### config.mk
export PLATFORM = sky130hd
export DESIGN_NAME = heap_block_slot_allocator_flat
export DESIGN_NICKNAME = d
export VERILOG_FILES = /design/src/design/hbsa_pkg.sv /design/src/design/hbsa_if.sv /design/src/design/heap_block_slot_allocator.sv /design/src/design/hbsa_place.sv /design/src/flat_wrapper.sv
export SDC_FILE = /design/constraint.sdc
export NUM_CORES = 1
export LEC_CHECK = 0
export ABC_AREA = 0
export BUFFER_PORTS_ARGS = -buffer_cell sky130_fd_sc_hd__buf_4
export CAP_MARGIN = 15
export CORE_ASPECT_RATIO = 0.8
export CORE_MARGIN = 2
export CORE_UTILIZATION = 35
export CTS_BUF_LIST = sky130_fd_sc_hd__clkbuf_8 sky130_fd_sc_hd__clkbuf_16
export DETAILED_ROUTE_END_ITERATION = 10
export MAX_ROUTING_LAYER = met4
export PLACE_DENSITY = 0.52
export SLEW_MARGIN = 15
export SYNTH_ARGS = -nofsm -noshare
export SYNTH_HDL_FRONTEND = slang
export SYNTH_SLANG_ARGS = --single-unit
### constraint.sdc
create_clock -name clk -period 12.75 [get_ports clk]
set_clock_uncertainty 0.2 [all_clocks]
set_input_delay 1.275 -clock clk [delete_from_list [all_inputs] [get_ports clk]]
set_output_delay 1.275 -clock clk [all_outputs]
set_load 0.01 [all_outputs]
### src/design/hbsa_pkg.sv
// hbsa_pkg: widths, constants, status codes and result type for the heap block slot allocator.
// Depends on nothing; every other file of the block refers to it by scoped names.
package hbsa_pkg;

	localparam int unsigned LEN_W  = 13;
	localparam int unsigned BLK_W  = 16;
	localparam int unsigned SLOT_W = 11;
	localparam int unsigned STAT_W = 2;
	localparam int unsigned HDR_W  = 7;
	// wide enough for header + used + len + page map + pad at the largest values
	localparam int unsigned NEED_W = 16;

	localparam int unsigned BLOCK_DATA_BYTES_DEF = 8176;
	localparam int unsigned MAX_SLOTS_DEF        = 2047;

	localparam logic [HDR_W-1:0] HDR_FIRST  = HDR_W'(12);
	localparam logic [HDR_W-1:0] HDR_PAGE   = HDR_W'(2);
	localparam logic [HDR_W-1:0] HDR_BITMAP = HDR_W'(2 + 64);

	// page map for one slot (4 + 2*2) plus the alignment pad byte
	localparam int unsigned MAP_ONE_PAD = 4 + 2 * 2 + 1;

	localparam int unsigned BITMAP_PERIOD = 128;
	localparam int unsigned PERIOD_W      = $clog2(BITMAP_PERIOD);
	localparam logic [PERIOD_W-1:0] BITMAP_FIRST = PERIOD_W'(8);

	localparam logic [BLK_W-1:0] LAST_BLOCK = 16'hFFFF;

	typedef enum logic [STAT_W-1:0] {
		ST_PLACED   = 2'd0,
		ST_TOO_LONG = 2'd1,
		ST_OVERFLOW = 2'd2
	} status_t;

	typedef struct packed {
		status_t            status;
		logic [BLK_W-1:0]   block_number;
		logic [SLOT_W-1:0]  slot_number;
		logic               block_closed;
	} res_t;

endpackage

### src/design/hbsa_if.sv
// hbsa_if: valid/ready channel interfaces for request lengths and placement results.
// Depends on hbsa_pkg for field widths.
interface hbsa_len_if;
	logic                        valid;
	logic                        ready;
	logic [hbsa_pkg::LEN_W-1:0]  alloc_len;

	modport source (output valid, output alloc_len, input ready);
	modport sink   (input valid, input alloc_len, output ready);
endinterface

interface hbsa_res_if;
	logic                         valid;
	logic                         ready;
	logic [hbsa_pkg::STAT_W-1:0]  status;
	logic [hbsa_pkg::BLK_W-1:0]   block_number;
	logic [hbsa_pkg::SLOT_W-1:0]  slot_number;
	logic                         block_closed;

	modport source (output valid, output status, output block_number, output slot_number,
		output block_closed, input ready);
	modport sink   (input valid, input status, input block_number, input slot_number,
		input block_closed, output ready);
endinterface

### src/design/heap_block_slot_allocator.sv
// heap_block_slot_allocator: top level with input register, placement logic and result register.
// Depends on hbsa_pkg, hbsa_if and hbsa_place.

// Takes one allocation length per item and returns one result item: status, block number,
// one-based slot and a flag marking that the previous rolling block was closed. With the
// result side ready, one item is accepted every cycle. An item waits in the input register
// while the fit compare against the state registers runs, and its result is then presented
// from the result register. While a result waits, one more item can be taken into the input
// register; after that the input stalls until the result is taken.
// Rejected items (too long, or block count overflow) leave the allocator state untouched.
module heap_block_slot_allocator #(
	parameter int unsigned BLOCK_DATA_BYTES = hbsa_pkg::BLOCK_DATA_BYTES_DEF,
	parameter int unsigned MAX_SLOTS        = hbsa_pkg::MAX_SLOTS_DEF
) (
	input  logic        clk,
	input  logic        arst_n,
	hbsa_len_if.sink    req,
	hbsa_res_if.source  rsp
);

	logic                        valid_s1;
	logic [hbsa_pkg::LEN_W-1:0]  len_s1;
	logic                        out_valid_q;
	hbsa_pkg::res_t              out_q;
	hbsa_pkg::res_t              res;
	logic                        advance;

	assign advance   = valid_s1 && (!out_valid_q || rsp.ready);
	assign req.ready = !valid_s1 || advance;

	always_ff @(posedge clk or negedge arst_n) begin
		if (!arst_n) begin
			valid_s1 <= 1'b0;
		end else if (req.valid && req.ready) begin
			valid_s1 <= 1'b1;
		end else if (advance) begin
			valid_s1 <= 1'b0;
		end
	end

	always_ff @(posedge clk) begin
		if (req.valid && req.ready) begin
			len_s1 <= req.alloc_len;
		end
	end

	hbsa_place #(
		.BLOCK_DATA_BYTES (BLOCK_DATA_BYTES),
		.MAX_SLOTS        (MAX_SLOTS)
	) u_place (
		.clk       (clk),
		.arst_n    (arst_n),
		.fire      (advance),
		.alloc_len (len_s1),
		.res       (res)
	);

	always_ff @(posedge clk or negedge arst_n) begin
		if (!arst_n) begin
			out_valid_q <= 1'b0;
		end else if (advance) begin
			out_valid_q <= 1'b1;
		end else if (rsp.ready) begin
			out_valid_q <= 1'b0;
		end
	end

	always_ff @(posedge clk) begin
		if (advance) begin
			out_q <= res;
		end
	end

	assign rsp.valid        = out_valid_q;
	assign rsp.status       = out_q.status;
	assign rsp.block_number = out_q.block_number;
	assign rsp.slot_number  = out_q.slot_number;
	assign rsp.block_closed = out_q.block_closed;

endmodule

### src/design/hbsa_place.sv
// hbsa_place: allocator state registers and the combinational fit/placement decision.
// Depends on hbsa_pkg.
module hbsa_place #(
	parameter int unsigned BLOCK_DATA_BYTES = hbsa_pkg::BLOCK_DATA_BYTES_DEF,
	parameter int unsigned MAX_SLOTS        = hbsa_pkg::MAX_SLOTS_DEF
) (
	input  logic                        clk,
	input  logic                        arst_n,
	input  logic                        fire,
	input  logic [hbsa_pkg::LEN_W-1:0]  alloc_len,
	output hbsa_pkg::res_t              res
);

	localparam int unsigned LEN_LIMIT =
		BLOCK_DATA_BYTES - 66 - hbsa_pkg::MAP_ONE_PAD;

	logic [hbsa_pkg::LEN_W-1:0]  first_bytes_q;
	logic [hbsa_pkg::SLOT_W-1:0] first_slots_q;
	logic [hbsa_pkg::BLK_W-1:0]  roll_num_q;
	logic [hbsa_pkg::LEN_W-1:0]  roll_bytes_q;
	logic [hbsa_pkg::SLOT_W-1:0] roll_slots_q;

	logic [hbsa_pkg::LEN_W-1:0]  first_bytes_d;
	logic [hbsa_pkg::SLOT_W-1:0] first_slots_d;
	logic [hbsa_pkg::BLK_W-1:0]  roll_num_d;
	logic [hbsa_pkg::LEN_W-1:0]  roll_bytes_d;
	logic [hbsa_pkg::SLOT_W-1:0] roll_slots_d;

	logic                        too_long;
	logic                        in_first;
	logic                        first_fit;
	logic                        roll_fit;
	logic [hbsa_pkg::HDR_W-1:0]  roll_hdr;

	// header + used + len + page map for slots+1 + pad
	function automatic logic [hbsa_pkg::NEED_W-1:0] need_bytes(
		input logic [hbsa_pkg::HDR_W-1:0]  hdr,
		input logic [hbsa_pkg::LEN_W-1:0]  used,
		input logic [hbsa_pkg::SLOT_W-1:0] slots,
		input logic [hbsa_pkg::LEN_W-1:0]  len
	);
		return hbsa_pkg::NEED_W'(hdr) + hbsa_pkg::NEED_W'(used) + hbsa_pkg::NEED_W'(len)
			+ hbsa_pkg::NEED_W'({slots, 1'b0})
			+ hbsa_pkg::NEED_W'(hbsa_pkg::MAP_ONE_PAD);
	endfunction

	// bitmap blocks are 8, 136, 264, ...; block 0 never reaches this path
	assign roll_hdr = (roll_num_q[hbsa_pkg::PERIOD_W-1:0] == hbsa_pkg::BITMAP_FIRST)
		? hbsa_pkg::HDR_BITMAP : hbsa_pkg::HDR_PAGE;

	assign too_long  = hbsa_pkg::NEED_W'(alloc_len) > hbsa_pkg::NEED_W'(LEN_LIMIT);
	assign in_first  = (roll_num_q == '0);
	assign first_fit = (need_bytes(hbsa_pkg::HDR_FIRST, first_bytes_q, first_slots_q, alloc_len)
		<= hbsa_pkg::NEED_W'(BLOCK_DATA_BYTES))
		&& (first_slots_q < hbsa_pkg::SLOT_W'(MAX_SLOTS));
	assign roll_fit  = (need_bytes(roll_hdr, roll_bytes_q, roll_slots_q, alloc_len)
		<= hbsa_pkg::NEED_W'(BLOCK_DATA_BYTES))
		&& (roll_slots_q < hbsa_pkg::SLOT_W'(MAX_SLOTS));

	always_comb begin
		first_bytes_d    = first_bytes_q;
		first_slots_d    = first_slots_q;
		roll_num_d       = roll_num_q;
		roll_bytes_d     = roll_bytes_q;
		roll_slots_d     = roll_slots_q;
		res.status       = hbsa_pkg::ST_PLACED;
		res.block_number = '0;
		res.slot_number  = '0;
		res.block_closed = 1'b0;
		if (too_long) begin
			res.status = hbsa_pkg::ST_TOO_LONG;
		end else if (in_first && first_fit) begin
			first_bytes_d   = first_bytes_q + alloc_len;
			first_slots_d   = first_slots_q + 1'b1;
			res.slot_number = first_slots_d;
		end else if (in_first) begin
			// leaving block 0 opens block 1 without counting as a close
			roll_num_d       = hbsa_pkg::BLK_W'(1);
			roll_bytes_d     = alloc_len;
			roll_slots_d     = hbsa_pkg::SLOT_W'(1);
			res.block_number = roll_num_d;
			res.slot_number  = roll_slots_d;
		end else if (roll_fit) begin
			roll_bytes_d     = roll_bytes_q + alloc_len;
			roll_slots_d     = roll_slots_q + 1'b1;
			res.block_number = roll_num_q;
			res.slot_number  = roll_slots_d;
		end else if (roll_num_q == hbsa_pkg::LAST_BLOCK) begin
			res.status = hbsa_pkg::ST_OVERFLOW;
		end else begin
			roll_num_d       = roll_num_q + 1'b1;
			roll_bytes_d     = alloc_len;
			roll_slots_d     = hbsa_pkg::SLOT_W'(1);
			res.block_number = roll_num_d;
			res.slot_number  = roll_slots_d;
			res.block_closed = 1'b1;
		end
	end

	always_ff @(posedge clk or negedge arst_n) begin
		if (!arst_n) begin
			first_bytes_q <= '0;
			first_slots_q <= '0;
			roll_num_q    <= '0;
			roll_bytes_q  <= '0;
			roll_slots_q  <= '0;
		end else if (fire) begin
			first_bytes_q <= first_bytes_d;
			first_slots_q <= first_slots_d;
			roll_num_q    <= roll_num_d;
			roll_bytes_q  <= roll_bytes_d;
			roll_slots_q  <= roll_slots_d;
		end
	end

	a_reject_holds: assert property (@(posedge clk) disable iff (!arst_n)
		fire && (res.status != hbsa_pkg::ST_PLACED) |=>
			$stable(roll_num_q) && $stable(roll_slots_q) && $stable(first_slots_q))
		else $error("rejected item changed allocator state");

	a_close_next: assert property (@(posedge clk) disable iff (!arst_n)
		res.block_closed |-> (res.block_number == roll_num_q + 1'b1) && !in_first)
		else $error("closed block not followed by the next block number");

	a_first_frozen: assert property (@(posedge clk) disable iff (!arst_n)
		!in_first |=> (roll_num_q != '0) && $stable(first_slots_q))
		else $error("block 0 reopened or changed after leaving it");

	a_first_slot_cap: assert property (@(posedge clk) disable iff (!arst_n)
		first_slots_q <= hbsa_pkg::SLOT_W'(MAX_SLOTS))
		else $error("block 0 slot count beyond limit");

endmodule

### src/flat_wrapper.sv
// flat-port wrapper written by rule: the top's interface ports become plain ports
module heap_block_slot_allocator_flat 
#(
	parameter int unsigned BLOCK_DATA_BYTES = hbsa_pkg::BLOCK_DATA_BYTES_DEF,
	parameter int unsigned MAX_SLOTS        = hbsa_pkg::MAX_SLOTS_DEF
)
  (clk, arst_n, req_valid, req_alloc_len, req_ready, rsp_valid, rsp_status, rsp_block_number, rsp_slot_number, rsp_block_closed, rsp_ready);
  hbsa_len_if req_i ();
  hbsa_res_if rsp_i ();
  input  logic clk;
  input  logic arst_n;
  input wire logic [$bits(req_i.valid)-1:0] req_valid;
  input wire logic [$bits(req_i.alloc_len)-1:0] req_alloc_len;
  output wire logic [$bits(req_i.ready)-1:0] req_ready;
  output wire logic [$bits(rsp_i.valid)-1:0] rsp_valid;
  output wire logic [$bits(rsp_i.status)-1:0] rsp_status;
  output wire logic [$bits(rsp_i.block_number)-1:0] rsp_block_number;
  output wire logic [$bits(rsp_i.slot_number)-1:0] rsp_slot_number;
  output wire logic [$bits(rsp_i.block_closed)-1:0] rsp_block_closed;
  input wire logic [$bits(rsp_i.ready)-1:0] rsp_ready;
  assign req_i.valid = req_valid;
  assign req_i.alloc_len = req_alloc_len;
  assign req_ready = req_i.ready;
  assign rsp_valid = rsp_i.valid;
  assign rsp_status = rsp_i.status;
  assign rsp_block_number = rsp_i.block_number;
  assign rsp_slot_number = rsp_i.slot_number;
  assign rsp_block_closed = rsp_i.block_closed;
  assign rsp_i.ready = rsp_ready;
  heap_block_slot_allocator #(.BLOCK_DATA_BYTES(BLOCK_DATA_BYTES), .MAX_SLOTS(MAX_SLOTS)) u_core (.clk(clk), .arst_n(arst_n), .req(req_i), .rsp(rsp_i));
endmodule
==> summary.md, run 1 <==
| Metric | Value |
|---|---|
| Status | complete, no violations |
| Die area | 0.02484 sq mm |
| Vias in the first global route | 5805 |
| Cell Area, Synth | 0.008255 sq mm |
| CP arrival | 5.81 ns |
| DR vias/cell | 5.042 |
| Seq/Total Area, Yosys | 35.65% |
| Global-route wire length before repair | 32340 um |
| Setup-failing EPs final | 0 |
| Cell internal pwr | 1.373 mW |
| IO Count | 49 |
| Setup TNS Final | 0 ns |
| # hold bufs at CTS | 0 |
| Largest net degree at the start of global routing | 67 |
| Most frequent cells in the layout | inv_1 (103), ha_1 (79), dfrtp_1 (66) |
| DP HPWL | 14690 um |
| Htree depth | 3 |
| Skew-Pair Late Insertion Delay | 0.37 ns |
| Synth Register Bits | 109 |
| Antenna violations before repair | 0 |
| Buffers plus inverters on the worst setup path | 4 |
| Worst path top cell family by delay | compound AO/OA/AOI/OAI gates |
| Power density cells | 282.1 mW/mm^2 |
| Syn_area_per_cell | 9.875 sq um |
| ANT nets after route | 0 |
| Clock root buffer | clkbuf_16 |
| WP data required | 12.84 ns |
| Critical Setup Path Class | reg -> reg |
| Sequential power share | 21.5% |
| Die Height | 141.4 um |
| CTS Buf Count | 9 |
| TritonCTS clock tree | built |
| Design Power | 2.615 mW |
| Dpl cells | 1180 |
| DR pass1 iterations | 4 |
| Core Area | 0.02327 sq mm |
| Reg clk slew, reported paths | 0.08 ns |
| Period utilization | 44.89% |
| Post-synth cell types | 63 |
| Hold crit path type | reg -> reg |
| Fin crit period | 5.724 ns |
| Max Clk Rate | 174.7 MHz |
| Synth async-reset ratio | 60.55% |
| Combinational share of power | 67.3% |
| Setup slack, reg-to-reg | 7.03 ns |
| Startpoint Class | flop |
| Endpoints failing hold | 0 |
| Resized Gates After CTS | 0 |
| Drt total wl | 19520 um |
| GRT overflow | 0 |
| Clock network fraction of design power | 11.1% |
| DIE WIDTH | 175.7 um |
| Row cnt | 50 |
| NetSw | 1.242 mW |
| P_leak | 4.154 nW |
| Mapped Nets | 961 |
| Warnings, synthesis | 0 |
| Max clock buf depth | 2 |
| Antenna diodes | 0 |
| Routed WL per cell | 16.32 um |
| Slew Limit Headroom | 36.84% |
| Critical path's most frequent cell | inv_1 |
| Crit-path max cell delay | 0.50 ns |
| Post-Layout Cell Count | 1196 |
| Nets | 1004 |
| VDD IR max | 173.1 uV |
| Starting Density | 35.47% |
| # port buffers | 48 |
| Main synth FF type | dfrtp_1 |
| Crit path capture type | flop |
| CP max stage cell | fa_1 |
| Switching share of power | 47.50% |
| Clock Sinks | 109 |
| Initial DRC Count | 388 |
| EDFF count, synth | 43 |
| CP Cell Sequence | inv_1 -> ha_1 -> nand2b_1 -> or4_4 -> inv_1 -> nand2_1 -> fa_1 -> inv_1 -> fa_1 -> ha_1 -> a2111oi_0 -> o21ai_1 -> nand3_1 -> a21boi_1 -> a21oi_1 -> o31ai_1 -> a21bo_2 -> buf_4 -> and3_1 -> mux2i_1 |
| Routability Congestion | 0.8725 |
| Leading cell type in the layout, fill and taps excluded | inv_1 |
| RSZ-0062 raised after global routing | no |
| Ratio of cells with drive above 1 in the final layout | 11.09% |
| Slew Limit Fails | 0 |
| Post-CTS setup buffers | 0 |
| Residual DRC | 0 |
| Gr usage total | 17.16% |
| Vias post-DR | 6030 |
| P&R area growth vs syn | 12.29% |
| Cells after Synth | 836 |
| Worst-path fanout max | 41 |
| MaxCap Viol Count | 0 |
| Least-Margin Pin Slew | 0.9474 ns |
-- worst register-to-register path, stage by stage, from the launching register on --
cell and delay [ns]:
dfrtp_1 0.43, inv_1 0.10, ha_1 0.15, nand2b_1 0.06, or4_4 0.44, inv_1 0.07, nand2_1 0.08, fa_1 0.50
inv_1 0.05, fa_1 0.38, ha_1 0.25, a2111oi_0 0.42, o21ai_1 0.15, nand3_1 0.16, a21boi_1 0.22, a21oi_1 0.09
o31ai_1 0.39, a21bo_2 0.49, buf_4 0.48, and3_1 0.32, mux2i_1 0.21
-- metal layers --
metal,share of wire [%],track usage (%),vias to the layer above
li1,-,-,3035
met1,55,26.15,2875
met2,40,23.77,106
met3,3.5,2.706,14
met4,1.1,3.741,0
met5,0,-,-
-- logic make-up (layout without fill, tap and decap cells) --
family	after synthesis	count (layout)	share of synthesized area (%)
xor+xnor	72	72	7.639
buf+inv	127	175	6.047
compound gates	149	149	11.70
fa+ha+maj	108	108	19.01
simple gates	232	232	14.88
mux	39	39	5.077
flops	109	109	35.65
-- state kept, by name, indices dropped and copies added (netlist names), 2 cells and up --
signal                        cells
u_core.rsp.status                 2
u_core.u_place.first_bytes_q     13
u_core.u_place.roll_bytes_q      13
u_core.u_place.first_slots_q     11
u_core.rsp.block_number          16
u_core.rsp.slot_number           11
u_core.u_place.roll_num_q        16
u_core.u_place.roll_slots_q      11
u_core.len_s1                    13
-- metrics by stage --
stage               setup slack, ns  area, sq um  util (%)  hold slack (ns)
CTS                           7.086         9270     39.83           0.3063
finish                        7.026         9270     39.83           0.3034
global route                  6.615         9270     39.83           0.3316
floorplan                     7.880         8255         -           0.2572
global placement              7.185         8962     38.51           0.2814
detailed placement            7.117         8962     38.51           0.2915
-- power groups by stage --
stage                     clock, mW  combinational, mW  sequential (mW)
after floorplan                   0               1.37            0.557
after global routing          0.317               2.00            0.579
after global placement            0               1.74            0.570
after CTS                     0.303               1.76            0.564
final                         0.291               1.76            0.563
after detailed placement          0               1.76            0.571
-- worst paths after layout --
check | cells past startpoint | start | to
setup / recovery | 20 | u_core.u_place.roll_num_q[0]$_DFFE_PN0P_ | u_core.u_place.roll_num_q[1]$_DFFE_PN0P_
hold reg to reg | 1 | u_core.u_place.first_slots_q[4]$_DFFE_PN0P_ | u_core.u_place.first_slots_q[4]$_DFFE_PN0P_
hold / removal | 1 | u_core.u_place.first_slots_q[4]$_DFFE_PN0P_ | u_core.u_place.first_slots_q[4]$_DFFE_PN0P_
setup reg to reg | 20 | u_core.u_place.roll_num_q[0]$_DFFE_PN0P_ | u_core.u_place.roll_num_q[1]$_DFFE_PN0P_
min in group asynchronous | 1 | arst_n | u_core.u_place.roll_bytes_q[3]$_DFFE_PN0P_
max in group asynchronous | 1 | arst_n | u_core.u_place.roll_bytes_q[4]$_DFFE_PN0P_
-- synth_stat cells (all sizes together) (5+ instances only) --
library cell,number,share of area (%)
and2,5,0.38
and3,16,1.2
buf,12,0.82
nand2,47,2.1
nor3,19,1.4
nor2,50,2.3
a211oi,10,0.91
o21ai,44,2.7
nor4,7,0.68
a21o,6,0.55
or4,7,0.68
ha,79,12
mux2i,25,3.0
xnor2,55,5.8
inv,104,4.7
nand4,11,0.83
a21oi,36,2.2
nand2b,9,0.68
or3,11,0.83
nand3,30,1.8
edfxtp,43,16
dfrtp,66,20
xor2,17,1.8
clkbuf,11,0.50
mux2,14,2.0
a31oi,5,0.38
fa,29,7.0
a2bb2oi,8,0.85
o211ai,5,0.45
o21bai,8,0.73
-- layout make-up --
type                       count  area, sq um
fill                        2320        14000
multi-input combinational    600         4826
sequential                   109         2943
timing repair buffer          55        412.9
inverter                     104        390.4
tap                          312        390.4
clock buffer                   9        225.2
clock inverter                 7        82.58
No activity file was read; power rests on OpenSTA's default activity.
==> run 2, diff against run 1 <==
--- a/config.mk
+++ b/config.mk
@@ -14,7 +14,7 @@
 export CTS_BUF_LIST = sky130_fd_sc_hd__clkbuf_8 sky130_fd_sc_hd__clkbuf_16
 export DETAILED_ROUTE_END_ITERATION = 10
 export MAX_ROUTING_LAYER = met4
-export PLACE_DENSITY = 0.52
+export PLACE_DENSITY = 0.54
 export SLEW_MARGIN = 15
 export SYNTH_ARGS = -nofsm -noshare
 export SYNTH_HDL_FRONTEND = slang
==> constraint.sdc (replaced) <==
create_clock -name clk -period 5.1 [get_ports clk]
set_clock_uncertainty 0.2 [all_clocks]
set_input_delay 0.51 -clock clk [delete_from_list [all_inputs] [get_ports clk]]
set_output_delay 0.51 -clock clk [all_outputs]
set_load 0.01 [all_outputs]
==> run 2 against run 1 <==
  * Combinational power grew to 3.0 times the previous value
  * Hold slack lost 0.23 ns
  * Wire length grew 4.8%
  * Largest power group unchanged
==> summary.md, run 2 (synthesized netlist as in run 1, its figures left out) <==
| Metric | Value |
|---|---|
| Max clock buf depth | 2 (unchanged) |
| Htree depth | 3 (unchanged) |
| TritonCTS clock tree | built |
| Gr usage total | 17.26% (+0.096 points) |
| Worst-path fanout max | 6 (-85%) |
| Post-Layout Cell Count | 1228 (+2.7%) |
| Routability Congestion | 0.8871 (+1.7%) |
| Row cnt | 50 (unchanged) |
| Nets | 1036 (+3.2%) |
| Residual DRC | 0 (unchanged) |
| Setup-failing EPs final | 0 (unchanged) |
| P&R area growth vs syn | 18.01% |
| VDD IR max | 519.0 uV (+200%) |
| Power density cells | 759.4 mW/mm^2 (+170%) |
| Die Height | 141.4 um (unchanged) |
| IO Count | 49 (unchanged) |
| Routed WL per cell | 16.66 um (+2.1%) |
| Fin area | 0.009742 sq mm (+5.1%) |
| Drt total wl | 20460 um (+4.8%) |
| Status | complete, no violations |
| Global-route wire length before repair | 32420 um (+0.26%) |
| FILL cells | 2302 (-0.78%) |
| Hold Slack | 0.07518 ns (-0.2282 ns) |
| Antenna violations before repair | 0 (unchanged) |
| Max Clk Rate | 202.3 MHz (+16%) |
| Startpoint Class | flop |
| Setup slack, reg-to-reg | 0.16 ns (-6.87 ns) |
| Vias post-DR | 6165 (+2.2%) |
| Ratio of cells with drive above 1 in the final layout | 15.83% (+4.7 points) |
| Setup TNS Final | 0 ns (unchanged) |
| # hold bufs at CTS | 0 (unchanged) |
| MaxCap Viol Count | 0 (unchanged) |
| Reg clk slew, reported paths | 0.09 ns (about the same) |
| CP arrival | 4.96 ns (-0.85 ns) |
| DP HPWL | 15190 um (+3.4%) |
| Vias in the first global route | 5815 (+0.17%) |
| GRT overflow | 0 (unchanged) |
| Largest net degree at the start of global routing | 67 (unchanged) |
| Hold crit path type | in -> async |
| Slew Limit Headroom | 37.77% (+0.93 points) |
| Endpoints failing hold | 0 (unchanged) |
| Initial DRC Count | 416 (+7.2%) |
| Leading cell type in the layout, fill and taps excluded | inv_1 |
| Critical Setup Path Class | reg -> reg |
| P_leak | 4.371 nW (+5.2%) |
| Clock root buffer | clkbuf_16 |
| DR pass1 iterations | 5 (+1) |
| Slew Limit Fails | 0 (unchanged) |
| DR vias/cell | 5.020 (-0.43%) |
| Clock Sinks | 109 (unchanged) |
| ANT nets after route | 0 (unchanged) |
| WP data required | 5.12 ns (-7.72 ns) |
| Fin crit period | 4.942 ns (-0.7816 ns) |
| Starting Density | 35.47% (unchanged) |
| Period utilization | 96.91% (+52 points) |
| Antenna diodes | 0 (unchanged) |
| Dpl cells | 1205 (+2.1%) |
| Least-Margin Pin Slew | 0.9335 ns (-0.01397 ns) |
| Most frequent cells in the layout | inv_1 (103), buf_4 (78), ha_1 (77) |
| Die area | 0.02484 sq mm (unchanged) |
| CTS Buf Count | 9 (unchanged) |
| # port buffers | 48 (unchanged) |
| Dpl cell area | 0.009213 sq mm (+2.8%) |
| Core Area | 0.02327 sq mm (unchanged) |
| DIE WIDTH | 175.7 um (unchanged) |
| Crit path capture type | flop |
| Skew-Pair Late Insertion Delay | 0.36 ns (about the same) |
run 2: changes by cell type in the layout (fill, tap and decap cells not counted), moves of 2 or more:
| cell | delta |
|---|---|
| o31ai_2 | +2 |
| nor2_2 | +2 |
| a2111oi_0 | -2 |
| o31ai_1 | -2 |
| ha_1 | -2 |
| buf_12 | +5 |
| buf_4 | +23 |
| clkbuf_16 | +2 |
| ha_4 | +2 |
| nor2_1 | -2 |
run 2: layout make-up:
type | count | area, sq um | share of cell area [%]
Timing Repair Buffer | 87 | 774.5 | 7.950
Clock inverter | 7 | 77.57 | 0.7963
Sequential cell | 109 | 2943 | 30.21
Tap cell | 312 | 390.4 | 4.007
Clock buffer | 9 | 225.2 | 2.312
Multi-Input combinational cell | 600 | 4941 | 50.72
Inverter | 104 | 390.4 | 4.007
run 2: critical path, cell delays in order (launching register included):
cell	delay, ns
dfrtp_1	0.39
inv_1	0.08
ha_1	0.14
nand2b_1	0.06
or4_4	0.42
inv_1	0.06
nand2_1	0.08
fa_1	0.50
inv_1	0.05
fa_2	0.57
ha_4	0.17
a211oi_2	0.08
nor2_2	0.18
o311ai_2	0.12
nor4_2	0.22
a21oi_1	0.13
o31ai_2	0.26
buf_4	0.17
a21oi_4	0.07
buf_12	0.18
or4_1	0.51
a21oi_2	0.14
run 2: path summary, 6_finish.rpt:
check / startpoint / endpoint / cells after the start
worst min register to register: u_core.valid_s1$_DFFE_PN0P_ / u_core.rsp.valid$_DFFE_PN0P_ / 1
max in group asynchronous: arst_n / u_core.u_place.first_bytes_q[6]$_DFFE_PN0P_ / 1
min in group clk: req_alloc_len[2] / u_core.len_s1[2]$_DFFE_PP_ / 1
worst max-delay path: u_core.u_place.roll_num_q[0]$_DFFE_PN0P_ / u_core.rsp.block_number[14]$_SDFFCE_PP0P_ / 21
worst max register to register: u_core.u_place.roll_num_q[0]$_DFFE_PN0P_ / u_core.rsp.block_number[14]$_SDFFCE_PP0P_ / 21
worst min-delay path: arst_n / u_core.u_place.roll_num_q[14]$_DFFE_PN0P_ / 1
run 2: report_power, final:
group / internal [mW] / switching [mW] / leakage [nW]
registers: 1.20 / 0.188 / 1.25
logic: 2.45 / 2.82 / 2.98
clock network: 0.350 / 0.387 / 0.149
total: 4.00 / 3.40 / 4.37
run 2: stage by stage:
step                      setup WS (ns)  util, %  power, mW
after floorplan                  0.2300        -      4.807
after global placement          0.01799    39.59      6.001
after detailed placement       -0.08783    39.59      6.055
after CTS                     0.0009615    40.95      6.859
after global routing           -0.06232    41.86      8.094
final                            0.1578    41.86      7.398
run 2: layer usage:
layer / share of wire [%] / GRT usage (%)
met5: 0 / -
met4: 0.87 / 3.262
met3: 4.4 / 2.787
met2: 42 / 24.37
met1: 53 / 26.08
run 2: timing repair:
action                                  CTS  global route
pin swaps                                 3             8
endpoints found under the setup margin   15            66
gates resized for setup                   3            22
cloned                                    0             2
setup buffers                             1             4
==> run 3, diff against run 2 <==
--- a/config.mk
+++ b/config.mk
@@ -8,14 +8,14 @@
 export ABC_AREA = 0
 export BUFFER_PORTS_ARGS = -buffer_cell sky130_fd_sc_hd__buf_4
 export CAP_MARGIN = 15
-export CORE_ASPECT_RATIO = 0.8
+export CORE_ASPECT_RATIO = 2
 export CORE_MARGIN = 2
 export CORE_UTILIZATION = 35
 export CTS_BUF_LIST = sky130_fd_sc_hd__clkbuf_8 sky130_fd_sc_hd__clkbuf_16
 export DETAILED_ROUTE_END_ITERATION = 10
 export MAX_ROUTING_LAYER = met4
 export PLACE_DENSITY = 0.54
-export SLEW_MARGIN = 15
+export SLEW_MARGIN = 20
 export SYNTH_ARGS = -nofsm -noshare
 export SYNTH_HDL_FRONTEND = slang
 export SYNTH_SLANG_ARGS = --single-unit
==> run 3 against run 2 <==
  * Sequential share of layout area shrank 0.30 points
  * Critical path depth shrank 1
  * Non-clock buffer count grew 12
  * Critical path type unchanged
==> summary.md, run 3 (synthesized netlist as in run 1, its figures left out) <==
| Metric | Value |
|---|---|
| Status | complete, no violations |
| Reg clk slew, reported paths | 0.07 ns (-0.02 ns) |
| Setup slack after layout | 0.1608 ns (+0.002933 ns) |
| DR vias/cell | 5.253 (+4.6%) |
| Power density cells | 801.1 mW/mm^2 (+5.5%) |
| Slew Limit Headroom | 36.52% (-1.2 points) |
| Endpoints failing hold | 0 (unchanged) |
| Fin crit period | 4.939 ns (-0.002933 ns) |
| Vias in the first global route | 6537 (+12%) |
| Clock root buffer | clkbuf_16 |
| GRT overflow | 0 (unchanged) |
| Routed WL per cell | 18.14 um (+8.9%) |
| Drt total wl | 21970 um (+7.4%) |
| Core Area | 0.02323 sq mm (-0.19%) |
| Starting Density | 35.54% (+0.067 points) |
| Startpoint Class | flop |
| Routability Congestion | 0.8635 (-2.7%) |
| Post-Layout Cell Count | 1211 (-1.4%) |
| RSZ-0062 raised after global routing | yes |
| Crit path capture type | flop |
| Max clock buf depth | 2 (unchanged) |
| Period utilization | 96.85% (about the same) |
| Initial DRC Count | 320 (-23%) |
| Ratio of cells with drive above 1 in the final layout | 17.78% (+2.0 points) |
| Row cnt | 79 (+58%) |
| Gr usage total | 18.29% (+1.0 points) |
| VDD IR max | 438.9 uV (-15%) |
| Most frequent cells in the layout | inv_1 (100), buf_4 (88), ha_1 (76) |
| Largest net degree at the start of global routing | 45 (-33%) |
| TritonCTS clock tree | built |
| ANT nets after route | 0 (unchanged) |
| Global-route wire length before repair | 34280 um (+5.7%) |
| Pre-CTS WS | -0.03897 ns (+0.04885 ns) |
| Antenna violations before repair | 0 (unchanged) |
| Htree depth | 3 (unchanged) |
| DR pass1 iterations | 4 (-1) |
| CTS Buf Count | 9 (unchanged) |
| Dpl cells | 1184 (-1.7%) |
| Die Height | 221.2 um (+56%) |
| Hold Slack | 0.1111 ns (+0.03591 ns) |
| P_leak | 4.440 nW (+1.6%) |
| Critical Setup Path Class | reg -> reg |
| Antenna diodes | 0 (unchanged) |
| Residual DRC | 0 (unchanged) |
| Worst-path fanout max | 7 (+1) |
| DIE WIDTH | 112.6 um (-36%) |
| IO Count | 49 (unchanged) |
| Skew-Pair Late Insertion Delay | 0.37 ns (about the same) |
| Setup-failing EPs final | 0 (unchanged) |
| Leading cell type in the layout, fill and taps excluded | inv_1 |
| CP arrival | 4.99 ns (+0.03 ns) |
| Nets | 1048 (+1.2%) |
| Hold crit path type | in -> reg |
| Die area | 0.02491 sq mm (+0.27%) |
| Slew Limit Fails | 0 (unchanged) |
| Setup TNS Final | 0 ns (unchanged) |
| MaxCap Viol Count | 0 (unchanged) |
| Max Clk Rate | 202.5 MHz (about the same) |
| Crit path launch | u_core.u_place.roll_num_q[1]$_DFFE_PN0P_ |
| Hold Crit Start | req_alloc_len[6] |
| Vias post-DR | 6361 (+3.2%) |
| Clock Sinks | 109 (unchanged) |
| WP data required | 5.16 ns (+0.04 ns) |
| DP HPWL | 17430 um (+15%) |
| # port buffers | 48 (unchanged) |
| Reg2reg start | u_core.u_place.roll_num_q[1]$_DFFE_PN0P_ |
| P&R area growth vs syn | 19.20% |
| Least-Margin Pin Slew | 0.9399 ns (+0.006404 ns) |
-- run 3: critical path, stage by stage (launching register included) --
cell and delay, ns:
dfrtp_1 0.39, inv_2 0.08, ha_4 0.13, nand2b_1 0.05, or4_4 0.42, inv_2 0.07
nand2_2 0.06, fa_1 0.54, inv_1 0.05, fa_1 0.41, ha_4 0.25, a211oi_2 0.24
nor2_2 0.09, o311ai_2 0.29, nor4_2 0.10, buf_4 0.14, a211o_4 0.35, a21bo_4 0.27
buf_12 0.16, mux2_4 0.29, mux2_2 0.26
-- run 3: per-layer routing --
layer	up-vias	wire length, um	global-route usage [%]
met5	-	0	-
met4	0	1102	8.930
met3	53	507	2.985
met2	123	12570	34.81
met1	3078	7789	17.28
li1	3107	-	-
-- run 3: layout make-up --
type	count	area, sq um
Timing Repair Buffer	99	863.3
Clock inverter	5	33.78
Inverter	104	390.4
Sequential cell	109	2943
Tap cell	283	354.1
Clock buffer	11	252.7
Fill cell	2271	13390
Multi-Input combinational cell	600	5004
-- run 3: where the power goes --
part / internal, mW / switching, mW / leakage (nW)
sequential: 1.20 / 0.183 / 1.25
combinational: 2.77 / 3.03 / 3.06
clock: 0.359 / 0.347 / 0.140
total: 4.33 / 3.56 / 4.44
-- run 3: final timing paths --
check	end	slack, ns	cells after the start
max in group asynchronous	u_core.u_place.roll_num_q[10]$_DFFE_PN0P_	3.33	3
min in group asynchronous	u_core.u_place.roll_slots_q[9]$_DFFE_PN0P_	0.39	2
hold / removal	u_core.len_s1[6]$_DFFE_PP_	0.11	1
setup / recovery	u_core.u_place.roll_bytes_q[11]$_DFFE_PN0P_	0.16	20
setup reg to reg	u_core.u_place.roll_bytes_q[11]$_DFFE_PN0P_	0.16	20
hold reg to reg	u_core.rsp.valid$_DFFE_PN0P_	0.30	1
-- run 3: through the flow --
step | instance area (sq um) | power [mW] | utilization (%)
global route | 9841 | 8.512 | 42.36
floorplan | 8255 | 4.807 | -
finish | 9841 | 7.883 | 42.36
global placement | 9241 | 6.355 | 39.78
detailed placement | 9241 | 6.426 | 39.78
CTS | 9545 | 7.185 | 41.09
-- run 3: repair_timing --
action,in CTS,in global routing
hold buffers,1,0
endpoints found under the setup margin,23,69
gates cloned,0,2
resized for setup,3,38
hold endpoints to repair,22,0
setup buffers,0,8
pin swaps,1,23
